### config.mk
export PLATFORM = sky130hd
export DESIGN_NAME = white_blob_centroid_steer
export DESIGN_NICKNAME = d
export VERILOG_FILES = /design/src/hw/rtl/wbcs_pkg.sv /design/src/hw/rtl/wbcs_ctrl.sv /design/src/hw/rtl/wbcs_accum.sv /design/src/hw/rtl/wbcs_div.sv /design/src/hw/rtl/white_blob_centroid_steer.sv
export SDC_FILE = /design/constraint.sdc
export NUM_CORES = 1
export LEC_CHECK = 0
export BUFFER_PORTS_ARGS = -buffer_cell sky130_fd_sc_hd__buf_2
export CORE_AREA = 4 4 164 166
export CTS_CLUSTER_DIAMETER = 30
export DETAILED_ROUTE_END_ITERATION = 6
export DIE_AREA = 0 0 168 170
export PLACE_DENSITY = 0.91
export SYNTH_ARGS = -nofsm -noshare
export SYNTH_HDL_FRONTEND = slang
export SYNTH_SLANG_ARGS = --single-unit
### constraint.sdc
create_clock -name clk -period 11.8 [get_ports clk]
set_input_delay 2.36 -clock clk [delete_from_list [all_inputs] [get_ports clk]]
set_output_delay 2.36 -clock clk [all_outputs]
set_load 0.03 [all_outputs]
### src/hw/rtl/wbcs_pkg.sv
// Shared types, constants and helper functions for the white blob centroid steering block.
// Used by every module under hw/rtl; depends on nothing else.
`default_nettype none

package wbcs_pkg;

	// Field and register widths fixed by the interface.
	localparam int CFG_W      = 13;
	localparam int PIX_W      = 8;
	localparam int STEER_W    = 3;
	localparam int MEAN_W     = 12;
	localparam int COUNT_W    = 24;
	// Column sum width and the width of a mean or threshold (widest possible image width).
	localparam int SUM_W      = 36;
	localparam int QUO_W      = 13;
	localparam int STEP_W     = $clog2(SUM_W + 1);

	// Parameter defaults.
	localparam int MAX_WIDTH_DEF  = 4096;
	localparam int COUNT_BITS_DEF = 24;

	// Register reset values.
	localparam logic [CFG_W-1:0] IMAGE_WIDTH_RST = 13'd640;
	localparam logic [PIX_W-1:0] WHITE_LEVEL_RST = 8'd255;

	// Configuration register indexes.
	localparam logic REG_IMAGE_WIDTH = 1'b0;
	localparam logic REG_WHITE_LEVEL = 1'b1;

	// Steering codes.
	localparam logic [STEER_W-1:0] STEER_STOP     = 3'd0;
	localparam logic [STEER_W-1:0] STEER_LEFT     = 3'd1;
	localparam logic [STEER_W-1:0] STEER_CENTER   = 3'd2;
	localparam logic [STEER_W-1:0] STEER_RIGHT    = 3'd3;
	localparam logic [STEER_W-1:0] STEER_BOUNDARY = 3'd4;

	// Reciprocal of three scaled by 2^17; exact floor for any operand below 2^17.
	localparam int               RECIP3_SHIFT = 17;
	localparam logic [15:0]      RECIP3       = 16'd43691;

	// Controller states.
	typedef enum logic [1:0] {
		ST_IDLE,
		ST_DIV,
		ST_DECIDE,
		ST_HOLD
	} state_t;

	// Commands from the controller to the datapath.
	typedef struct packed {
		logic pixel_take;
		logic frame_take;
		logic div_step;
		logic decide;
	} cmd_t;

	// Integer division by three of a value below 2^17, truncated to QUO_W bits.
	function automatic logic [QUO_W-1:0] div3(input logic [RECIP3_SHIFT-1:0] x);
		logic [RECIP3_SHIFT+15:0] prod;
		prod = (RECIP3_SHIFT+16)'(x) * (RECIP3_SHIFT+16)'(RECIP3);
		return QUO_W'(prod >> RECIP3_SHIFT);
	endfunction

endpackage

`default_nettype wire

### src/hw/rtl/wbcs_ctrl.sv
// Controller state machine: input and output handshakes and sequencing of the frame-end divide.
// Depends on wbcs_pkg.
`default_nettype none

module wbcs_ctrl
	import wbcs_pkg::*;
(
	input  wire logic clk,
	input  wire logic arst_n,
	input  wire logic in_valid,
	input  wire logic frame_end,
	output logic      in_ready,
	output logic      out_valid,
	input  wire logic out_ready,
	output cmd_t      cmd
);

	state_t             state_q;
	state_t             state_d;
	logic [STEP_W-1:0]  step_q;
	logic               accept;

	// A frame-end beat needs the back end free; ordinary pixels always pass.
	assign in_ready = !frame_end || (state_q == ST_IDLE);
	assign accept   = in_valid && in_ready;

	// State register and divide step counter.
	always_ff @(posedge clk or negedge arst_n) begin
		if (!arst_n) begin
			state_q <= ST_IDLE;
			step_q  <= '0;
		end else begin
			state_q <= state_d;
			if (state_q == ST_DIV) begin
				step_q <= step_q + 1'b1;
			end else begin
				step_q <= '0;
			end
		end
	end

	// Next state and commands.
	always_comb begin
		state_d        = state_q;
		out_valid      = 1'b0;
		cmd.pixel_take = accept;
		cmd.frame_take = accept && frame_end;
		cmd.div_step   = 1'b0;
		cmd.decide     = 1'b0;
		case (state_q)
			ST_IDLE: begin
				if (accept && frame_end) begin
					state_d = ST_DIV;
				end
			end
			ST_DIV: begin
				cmd.div_step = 1'b1;
				if (step_q == STEP_W'(SUM_W - 1)) begin
					state_d = ST_DECIDE;
				end
			end
			ST_DECIDE: begin
				cmd.decide = 1'b1;
				state_d    = ST_HOLD;
			end
			ST_HOLD: begin
				out_valid = 1'b1;
				if (out_ready) begin
					state_d = ST_IDLE;
				end
			end
			default: begin
				state_d = ST_IDLE;
			end
		endcase
	end

endmodule

`default_nettype wire

### src/hw/rtl/wbcs_accum.sv
// Front datapath: configuration registers, column tracking and white pixel accumulation.
// Depends on wbcs_pkg.
`default_nettype none

module wbcs_accum
	import wbcs_pkg::*;
#(
	parameter int MAX_WIDTH  = MAX_WIDTH_DEF,
	parameter int COUNT_BITS = COUNT_BITS_DEF
) (
	input  wire logic                  clk,
	input  wire logic                  arst_n,
	input  wire logic                  cfg_write_en,
	input  wire logic                  cfg_index,
	input  wire logic [CFG_W-1:0]      cfg_data,
	input  wire cmd_t                  cmd,
	input  wire logic [PIX_W-1:0]      red,
	input  wire logic [PIX_W-1:0]      green,
	input  wire logic [PIX_W-1:0]      blue,
	output logic [CFG_W-1:0]           eff_width,
	output logic [SUM_W-1:0]           sum_next,
	output logic [COUNT_BITS-1:0]      hits_next
);

	// Column counter width: enough for MAX_WIDTH, never more than the register allows.
	localparam int COL_W = ($clog2(MAX_WIDTH) < CFG_W) ? $clog2(MAX_WIDTH) : CFG_W;

	logic [CFG_W-1:0]      image_width_q;
	logic [PIX_W-1:0]      white_level_q;
	logic [COL_W-1:0]      col_q;
	logic [SUM_W-1:0]      sum_q;
	logic [COUNT_BITS-1:0] hits_q;
	logic                  hit;
	logic [SUM_W:0]        sum_add;
	logic [CFG_W:0]        col_inc;
	logic [COL_W-1:0]      col_next;

	// Configuration registers.
	always_ff @(posedge clk or negedge arst_n) begin
		if (!arst_n) begin
			image_width_q <= IMAGE_WIDTH_RST;
			white_level_q <= WHITE_LEVEL_RST;
		end else if (cfg_write_en) begin
			case (cfg_index)
				REG_IMAGE_WIDTH: image_width_q <= cfg_data;
				REG_WHITE_LEVEL: white_level_q <= cfg_data[PIX_W-1:0];
				default: ;
			endcase
		end
	end

	// Effective width: zero acts as one, values above MAX_WIDTH are clamped.
	always_comb begin
		if (image_width_q == '0) begin
			eff_width = CFG_W'(1);
		end else if (32'(image_width_q) > MAX_WIDTH) begin
			eff_width = CFG_W'(MAX_WIDTH);
		end else begin
			eff_width = image_width_q;
		end
	end

	// A white pixel counts until the hit counter is full; the sum saturates on its own.
	always_comb begin
		hit = (red == white_level_q) && (green == white_level_q) &&
			(blue == white_level_q) && (hits_q != '1);
		sum_add = {1'b0, sum_q} + (SUM_W+1)'(col_q);
		if (hit) begin
			hits_next = hits_q + 1'b1;
			sum_next  = sum_add[SUM_W] ? '1 : sum_add[SUM_W-1:0];
		end else begin
			hits_next = hits_q;
			sum_next  = sum_q;
		end
	end

	// Column wraps once the next column reaches the width.
	always_comb begin
		col_inc  = (CFG_W+1)'(col_q) + 1'b1;
		col_next = (col_inc >= {1'b0, eff_width}) ? '0 : COL_W'(col_inc);
	end

	// Frame state; a frame-end beat hands the totals to the back end and clears.
	always_ff @(posedge clk or negedge arst_n) begin
		if (!arst_n) begin
			col_q  <= '0;
			sum_q  <= '0;
			hits_q <= '0;
		end else if (cmd.frame_take) begin
			col_q  <= '0;
			sum_q  <= '0;
			hits_q <= '0;
		end else if (cmd.pixel_take) begin
			col_q  <= col_next;
			sum_q  <= sum_next;
			hits_q <= hits_next;
		end
	end

endmodule

`default_nettype wire

### src/hw/rtl/wbcs_div.sv
// Back datapath: bit-serial restoring divider for the mean, thresholds and steering decision.
// Depends on wbcs_pkg.
`default_nettype none

module wbcs_div
	import wbcs_pkg::*;
#(
	parameter int COUNT_BITS = COUNT_BITS_DEF
) (
	input  wire logic                  clk,
	input  wire cmd_t                  cmd,
	input  wire logic [CFG_W-1:0]      eff_width,
	input  wire logic [SUM_W-1:0]      sum_next,
	input  wire logic [COUNT_BITS-1:0] hits_next,
	output logic [STEER_W-1:0]         steer_code,
	output logic [MEAN_W-1:0]          mean_column,
	output logic [COUNT_W-1:0]         white_count
);

	logic [SUM_W-1:0]      dvd_q;
	logic [COUNT_BITS-1:0] dvs_q;
	logic [COUNT_BITS-1:0] rem_q;
	logic [QUO_W-1:0]      quo_q;
	logic [QUO_W-1:0]      t1_q;
	logic [QUO_W-1:0]      t2_q;
	logic [COUNT_BITS:0]   trial;
	logic [COUNT_BITS:0]   diff;
	logic                  ge;
	logic [STEER_W-1:0]    code;

	// Region thresholds, refreshed every cycle from the effective width.
	always_ff @(posedge clk) begin
		t1_q <= div3(RECIP3_SHIFT'(eff_width));
		t2_q <= div3(RECIP3_SHIFT'({eff_width, 1'b0}));
	end

	// One quotient bit per step: shift in the next dividend bit and try a subtract.
	always_comb begin
		trial = {rem_q, dvd_q[SUM_W-1]};
		diff  = trial - {1'b0, dvs_q};
		ge    = trial >= {1'b0, dvs_q};
	end

	always_ff @(posedge clk) begin
		if (cmd.frame_take) begin
			dvd_q <= sum_next;
			dvs_q <= hits_next;
			rem_q <= '0;
			quo_q <= '0;
		end else if (cmd.div_step) begin
			dvd_q <= {dvd_q[SUM_W-2:0], 1'b0};
			rem_q <= ge ? diff[COUNT_BITS-1:0] : trial[COUNT_BITS-1:0];
			quo_q <= {quo_q[QUO_W-2:0], ge};
		end
	end

	// Steering decision from the mean and the thresholds.
	always_comb begin
		if (dvs_q == '0) begin
			code = STEER_STOP;
		end else if (quo_q < t1_q) begin
			code = STEER_LEFT;
		end else if (quo_q > t1_q && quo_q < t2_q) begin
			code = STEER_CENTER;
		end else if (quo_q > t2_q) begin
			code = STEER_RIGHT;
		end else begin
			code = STEER_BOUNDARY;
		end
	end

	// Output register, held until the beat is taken.
	always_ff @(posedge clk) begin
		if (cmd.decide) begin
			steer_code  <= code;
			mean_column <= (dvs_q == '0) ? '0 : quo_q[MEAN_W-1:0];
			white_count <= COUNT_W'(dvs_q);
		end
	end

endmodule

`default_nettype wire

### src/hw/rtl/white_blob_centroid_steer.sv
// White blob column centroid and steering: top level joining controller and datapath.
// Depends on wbcs_pkg, wbcs_ctrl, wbcs_accum and wbcs_div.
//
// Usage:
//   Pixels enter on the in_valid/in_ready channel in raster order, one beat per pixel,
//   with frame_end set on the last pixel of a frame. Ordinary pixels are taken every
//   cycle. The frame-end beat hands the column sum and white count to a bit-serial
//   divider and clears the frame state, so the next frame's pixels keep flowing.
//   The divider works through the column sum bits one by one, then the decision is made;
//   the result beat (steer_code, mean_column, white_count) then shows on out_valid and
//   stays until out_ready takes it.
//   A further frame-end beat is held off (in_ready low) until the previous result has
//   been taken, so a stalled receiver stalls the stream only at the next frame end.
//   Configuration is written through cfg_write_en/cfg_index/cfg_data while the block is
//   idle; index 0 is the image width, index 1 the white level.
//   Reset restores width 640 and white level 255, clears the column, sum and count,
//   and leaves no result pending.
`default_nettype none

module white_blob_centroid_steer
	import wbcs_pkg::*;
#(
	parameter int MAX_WIDTH  = MAX_WIDTH_DEF,
	parameter int COUNT_BITS = COUNT_BITS_DEF
) (
	input  wire logic                clk,
	input  wire logic                arst_n,
	input  wire logic                cfg_write_en,
	input  wire logic                cfg_index,
	input  wire logic [CFG_W-1:0]    cfg_data,
	input  wire logic                in_valid,
	output logic                     in_ready,
	input  wire logic [PIX_W-1:0]    red,
	input  wire logic [PIX_W-1:0]    green,
	input  wire logic [PIX_W-1:0]    blue,
	input  wire logic                frame_end,
	output logic                     out_valid,
	input  wire logic                out_ready,
	output logic [STEER_W-1:0]       steer_code,
	output logic [MEAN_W-1:0]        mean_column,
	output logic [COUNT_W-1:0]       white_count
);

	cmd_t                  cmd;
	logic [CFG_W-1:0]      eff_width;
	logic [SUM_W-1:0]      sum_next;
	logic [COUNT_BITS-1:0] hits_next;

	// Handshakes and sequencing.
	wbcs_ctrl u_ctrl (
		.clk       (clk),
		.arst_n    (arst_n),
		.in_valid  (in_valid),
		.frame_end (frame_end),
		.in_ready  (in_ready),
		.out_valid (out_valid),
		.out_ready (out_ready),
		.cmd       (cmd)
	);

	// Per-pixel accumulation.
	wbcs_accum #(
		.MAX_WIDTH  (MAX_WIDTH),
		.COUNT_BITS (COUNT_BITS)
	) u_accum (
		.clk          (clk),
		.arst_n       (arst_n),
		.cfg_write_en (cfg_write_en),
		.cfg_index    (cfg_index),
		.cfg_data     (cfg_data),
		.cmd          (cmd),
		.red          (red),
		.green        (green),
		.blue         (blue),
		.eff_width    (eff_width),
		.sum_next     (sum_next),
		.hits_next    (hits_next)
	);

	// Frame-end divide and decision.
	wbcs_div #(
		.COUNT_BITS (COUNT_BITS)
	) u_div (
		.clk         (clk),
		.cmd         (cmd),
		.eff_width   (eff_width),
		.sum_next    (sum_next),
		.hits_next   (hits_next),
		.steer_code  (steer_code),
		.mean_column (mean_column),
		.white_count (white_count)
	);

endmodule

`default_nettype wire
==> flow_summary.ini <==
[run_status]
outcome = finished, final reports clean

[synthesis]
yosysUniqueCellTypes = 88
synth_area_mm2 = 0.0171
yosysWarnings = 0
synth_cells = 1757
netlist.area_leader.share_pct = 17.4
yosysMostFrequentCell = inv_1
yosys.area.top_type = edfxtp_1
synth-edff-count = 99
synth_nets = 2004
synthFlopType = edfxtp_1
synth.area.top_cells = edfxtp_1 (17%), dfrtp_1 (13%), ha_1 (11%)
synthArstFlopShare_pct = 40.4
yosysSeqAreaShare_pct = 38.1
ys_ff_latch = 250
postSynthAreaPerCell_um2 = 9.73
synth_commonest_cells = inv_1 (185), ha_1 (154), nand2_1 (136)

[critical_path]
end_kind = flip-flop
worst_path_max_delay_cell = fa_1
crit_fanout = 5
path_class = flip-flop to flip-flop
cpLargestDelayFamily = adder cells
cp.required_ns = 12.22
path_common_cell = inv_1
startpoint_type = flip-flop
worst-path-buf-inv = 4
arrival_ns = 6.96
slowest_delay_ns = 0.55
cp_cell_sequence = nor4_1, nand3_1, o21ai_0, and2_1, ha_1, ha_1, inv_1, fa_1, inv_1, fa_1, inv_1, fa_1, inv_1, ha_1, nand2_1, or2_2, nor4_1, o31ai_1, a21boi_0, o21a_1, nor4_1, a311o_1

[clocking]
post_cts_buffers = 0
max-clock-path-buffers = 3
cts_max_level = 2
ctsHoldBuffers = 0
cts_sinks = 250
clkLatencyLatePin_ns = 0.55
root_buffer = clkbuf_16
numCtsBuffers = 47
path_clk_slew_ns = 0.05
cts_resized = 0
cts_tree = yes

[timing]
layout_setup_ws_ns = 5.26
grt_setup_unrepaired = no
hold_violations = 0
final-max-slew-violation-count = 0
hold_ws_ns = 0.475
max_slew.worst_pin.slew_ns = 1.20
finalCritPeriodShare_pct = 55.4
fin_setup_tns_ns = 0
max_freq_mhz = 153
setup_viol = 0
fin_skew_ns = 0.0281
maxSlewHeadroom_pct = 19.6
min_period_ns = 6.54

[worst_hold_path]
worstHoldPathType = flip-flop to flip-flop

[power]
p_switching_mw = 2.02
intPower_mw = 3.08
leakagePower_nw = 8.93
power_frac_clock_pct = 27.4
swShare_pct = 39.6
powerDensity_mw_per_mm2 = 264
p_comb_share_pct = 46.8
ir_drop_v = 0.000228
seqPwrFrac_pct = 25.7

[floorplanning]
chipHeight_um = 170
row_count = 59
die_area_mm2 = 0.0286
ios = 85
die_w_um = 168
initial_core_util_pct = 66.7
coreArea_mm2 = 0.0256

[placed_design]
dpl.cell_count = 2115
numPortBuffers = 84
dp.final_hpwl_um = 28300
gp_congestion = 0.938
preCtsSetupSlack_ns = 5.33

[detailed_routing]
ant_nets = 0
dr.pass1.iters = 6
detail_route.vias_per_cell = 6.48
wire_per_inst_um = 19.5
dr_total_vias = 14300
wirelength_um = 42900
drcViolationCount = 0
drt_iter0_markers = 1623

[finish]
area_delta_synth_final_pct = 13.1
fin_nets = 2076
fin_cells = 2203
num_antenna_cells = 0
fillers = 1513
final_layout_size_suffix_gt1_share_pct = 13.1

[global_routing]
grt_pass1_vias = 14400
overflow = 0
grtUsageTotal_pct = 29.5
antenna_found_initial = 0
grt_pass1_wl_um = 70400
grt_max_degree = 65

[flow_run]
max_cap_violations = 0
stage by stage:
stage | area [µm²] | utilization (%) | power [mW]
detailed placement | 17700 | 69.0 | 3.63
floorplan | 17100 | - | 3.09
CTS | 19300 | 75.5 | 5.09
global placement | 17700 | 69.0 | 3.52
global route | 19300 | 75.5 | 5.47
finish | 19300 | 75.5 | 5.11
power by group through the flow:
stage	Combinational (mW)	Clock [mW]	Sequential, mW
after detailed placement	2.32	0	1.32
after global routing	2.70	1.45	1.33
after floorplan	1.74	0	1.36
after CTS	2.38	1.40	1.31
final	2.39	1.40	1.31
after global placement	2.21	0	1.31
flip-flops by register name (all words and copies together), names as in the netlist:
name	count
u_div.quo_q	13
u_div.dvs_q	24
u_div.white_count	24
u_accum.image_width_q	13
u_ctrl.state_q	2
u_accum.white_level_q	8
u_div.t1_q	1
u_ctrl.step_q	6
u_div.mean_column	12
u_div.steer_code	3
u_div.t2_q	12
u_div.rem_q	24
u_accum.col_q	12
u_accum.hits_q	24
u_accum.sum_q	36
u_div.dvd_q	36
placed cells by master, fill, tap and decap left out, types with 58 or more instances in the layout:
cell	instances
a21oi_1	67
o21ai_0	98
edfxtp_1	99
nand2_1	135
ha_1	152
buf_2	83
nor2_1	88
inv_1	185
nand3_1	58
dfrtp_1	91
metal layers:
metal | share of wire (%) | vias up | global-route usage, %
met3 | 8.3 | 170 | 5.44
met4 | 3.5 | 0 | 11.9
met2 | 49 | 784 | 51.1
met5 | 0 | - | 0
met1 | 39 | 6889 | 36.9
li1 | - | 6432 | -
worst reg2reg max path, stage by stage, from the launching register on:
cell,delay [ns]
dfrtp_1,0.39
nor4_1,0.31
nand3_1,0.14
o21ai_0,0.44
and2_1,0.29
ha_1,0.31
ha_1,0.34
inv_1,0.09
fa_1,0.49
inv_1,0.10
fa_1,0.55
inv_1,0.05
fa_1,0.50
inv_1,0.05
ha_1,0.29
nand2_1,0.06
or2_2,0.31
nor4_1,0.55
o31ai_1,0.17
a21boi_0,0.36
o21a_1,0.24
nor4_1,0.08
a311o_1,0.32
cell type report:
cell class	instances	area [µm²]	share of cell area, %
multi-input combinational	1249	9530	49.3
timing repair buffer	94	498	2.58
inverter	187	702	3.63
clock buffer	63	1330	6.87
tap	335	419	2.17
clock inverter	25	338	1.75
sequential	250	6510	33.7
final timing paths:
| path | slack (ns) | cells past startpoint | from | to |
|---|---|---|---|---|
| min reg2reg | 0.48 | 1 | u_ctrl.step_q[0] | u_ctrl.step_q[0] |
| min in group asynchronous | 1.83 | 1 | arst_n | u_accum.sum_q[35] |
| max in group asynchronous | 8.73 | 2 | arst_n | u_accum.hits_q[12] |
| max reg2reg | 5.26 | 22 | u_accum.image_width_q[10] | u_div.t2_q[4] |
| min | 0.48 | 1 | u_ctrl.step_q[0] | u_ctrl.step_q[0] |
| max | 5.26 | 22 | u_accum.image_width_q[10] | u_div.t2_q[4] |
cells by family after synthesis:
group,Yosys count,share of synthesized area [%]
AOI/OAI and AO/OA,382,14.4
xor gates and xnor gates,93,4.77
adders and majority gates,203,17.0
buffers and inverters,258,6.16
DFF,250,38.1
muxes,61,3.74
other,1,0.0219
and+or+nand+nor,509,15.8
(Power assumes the default switching activity.)
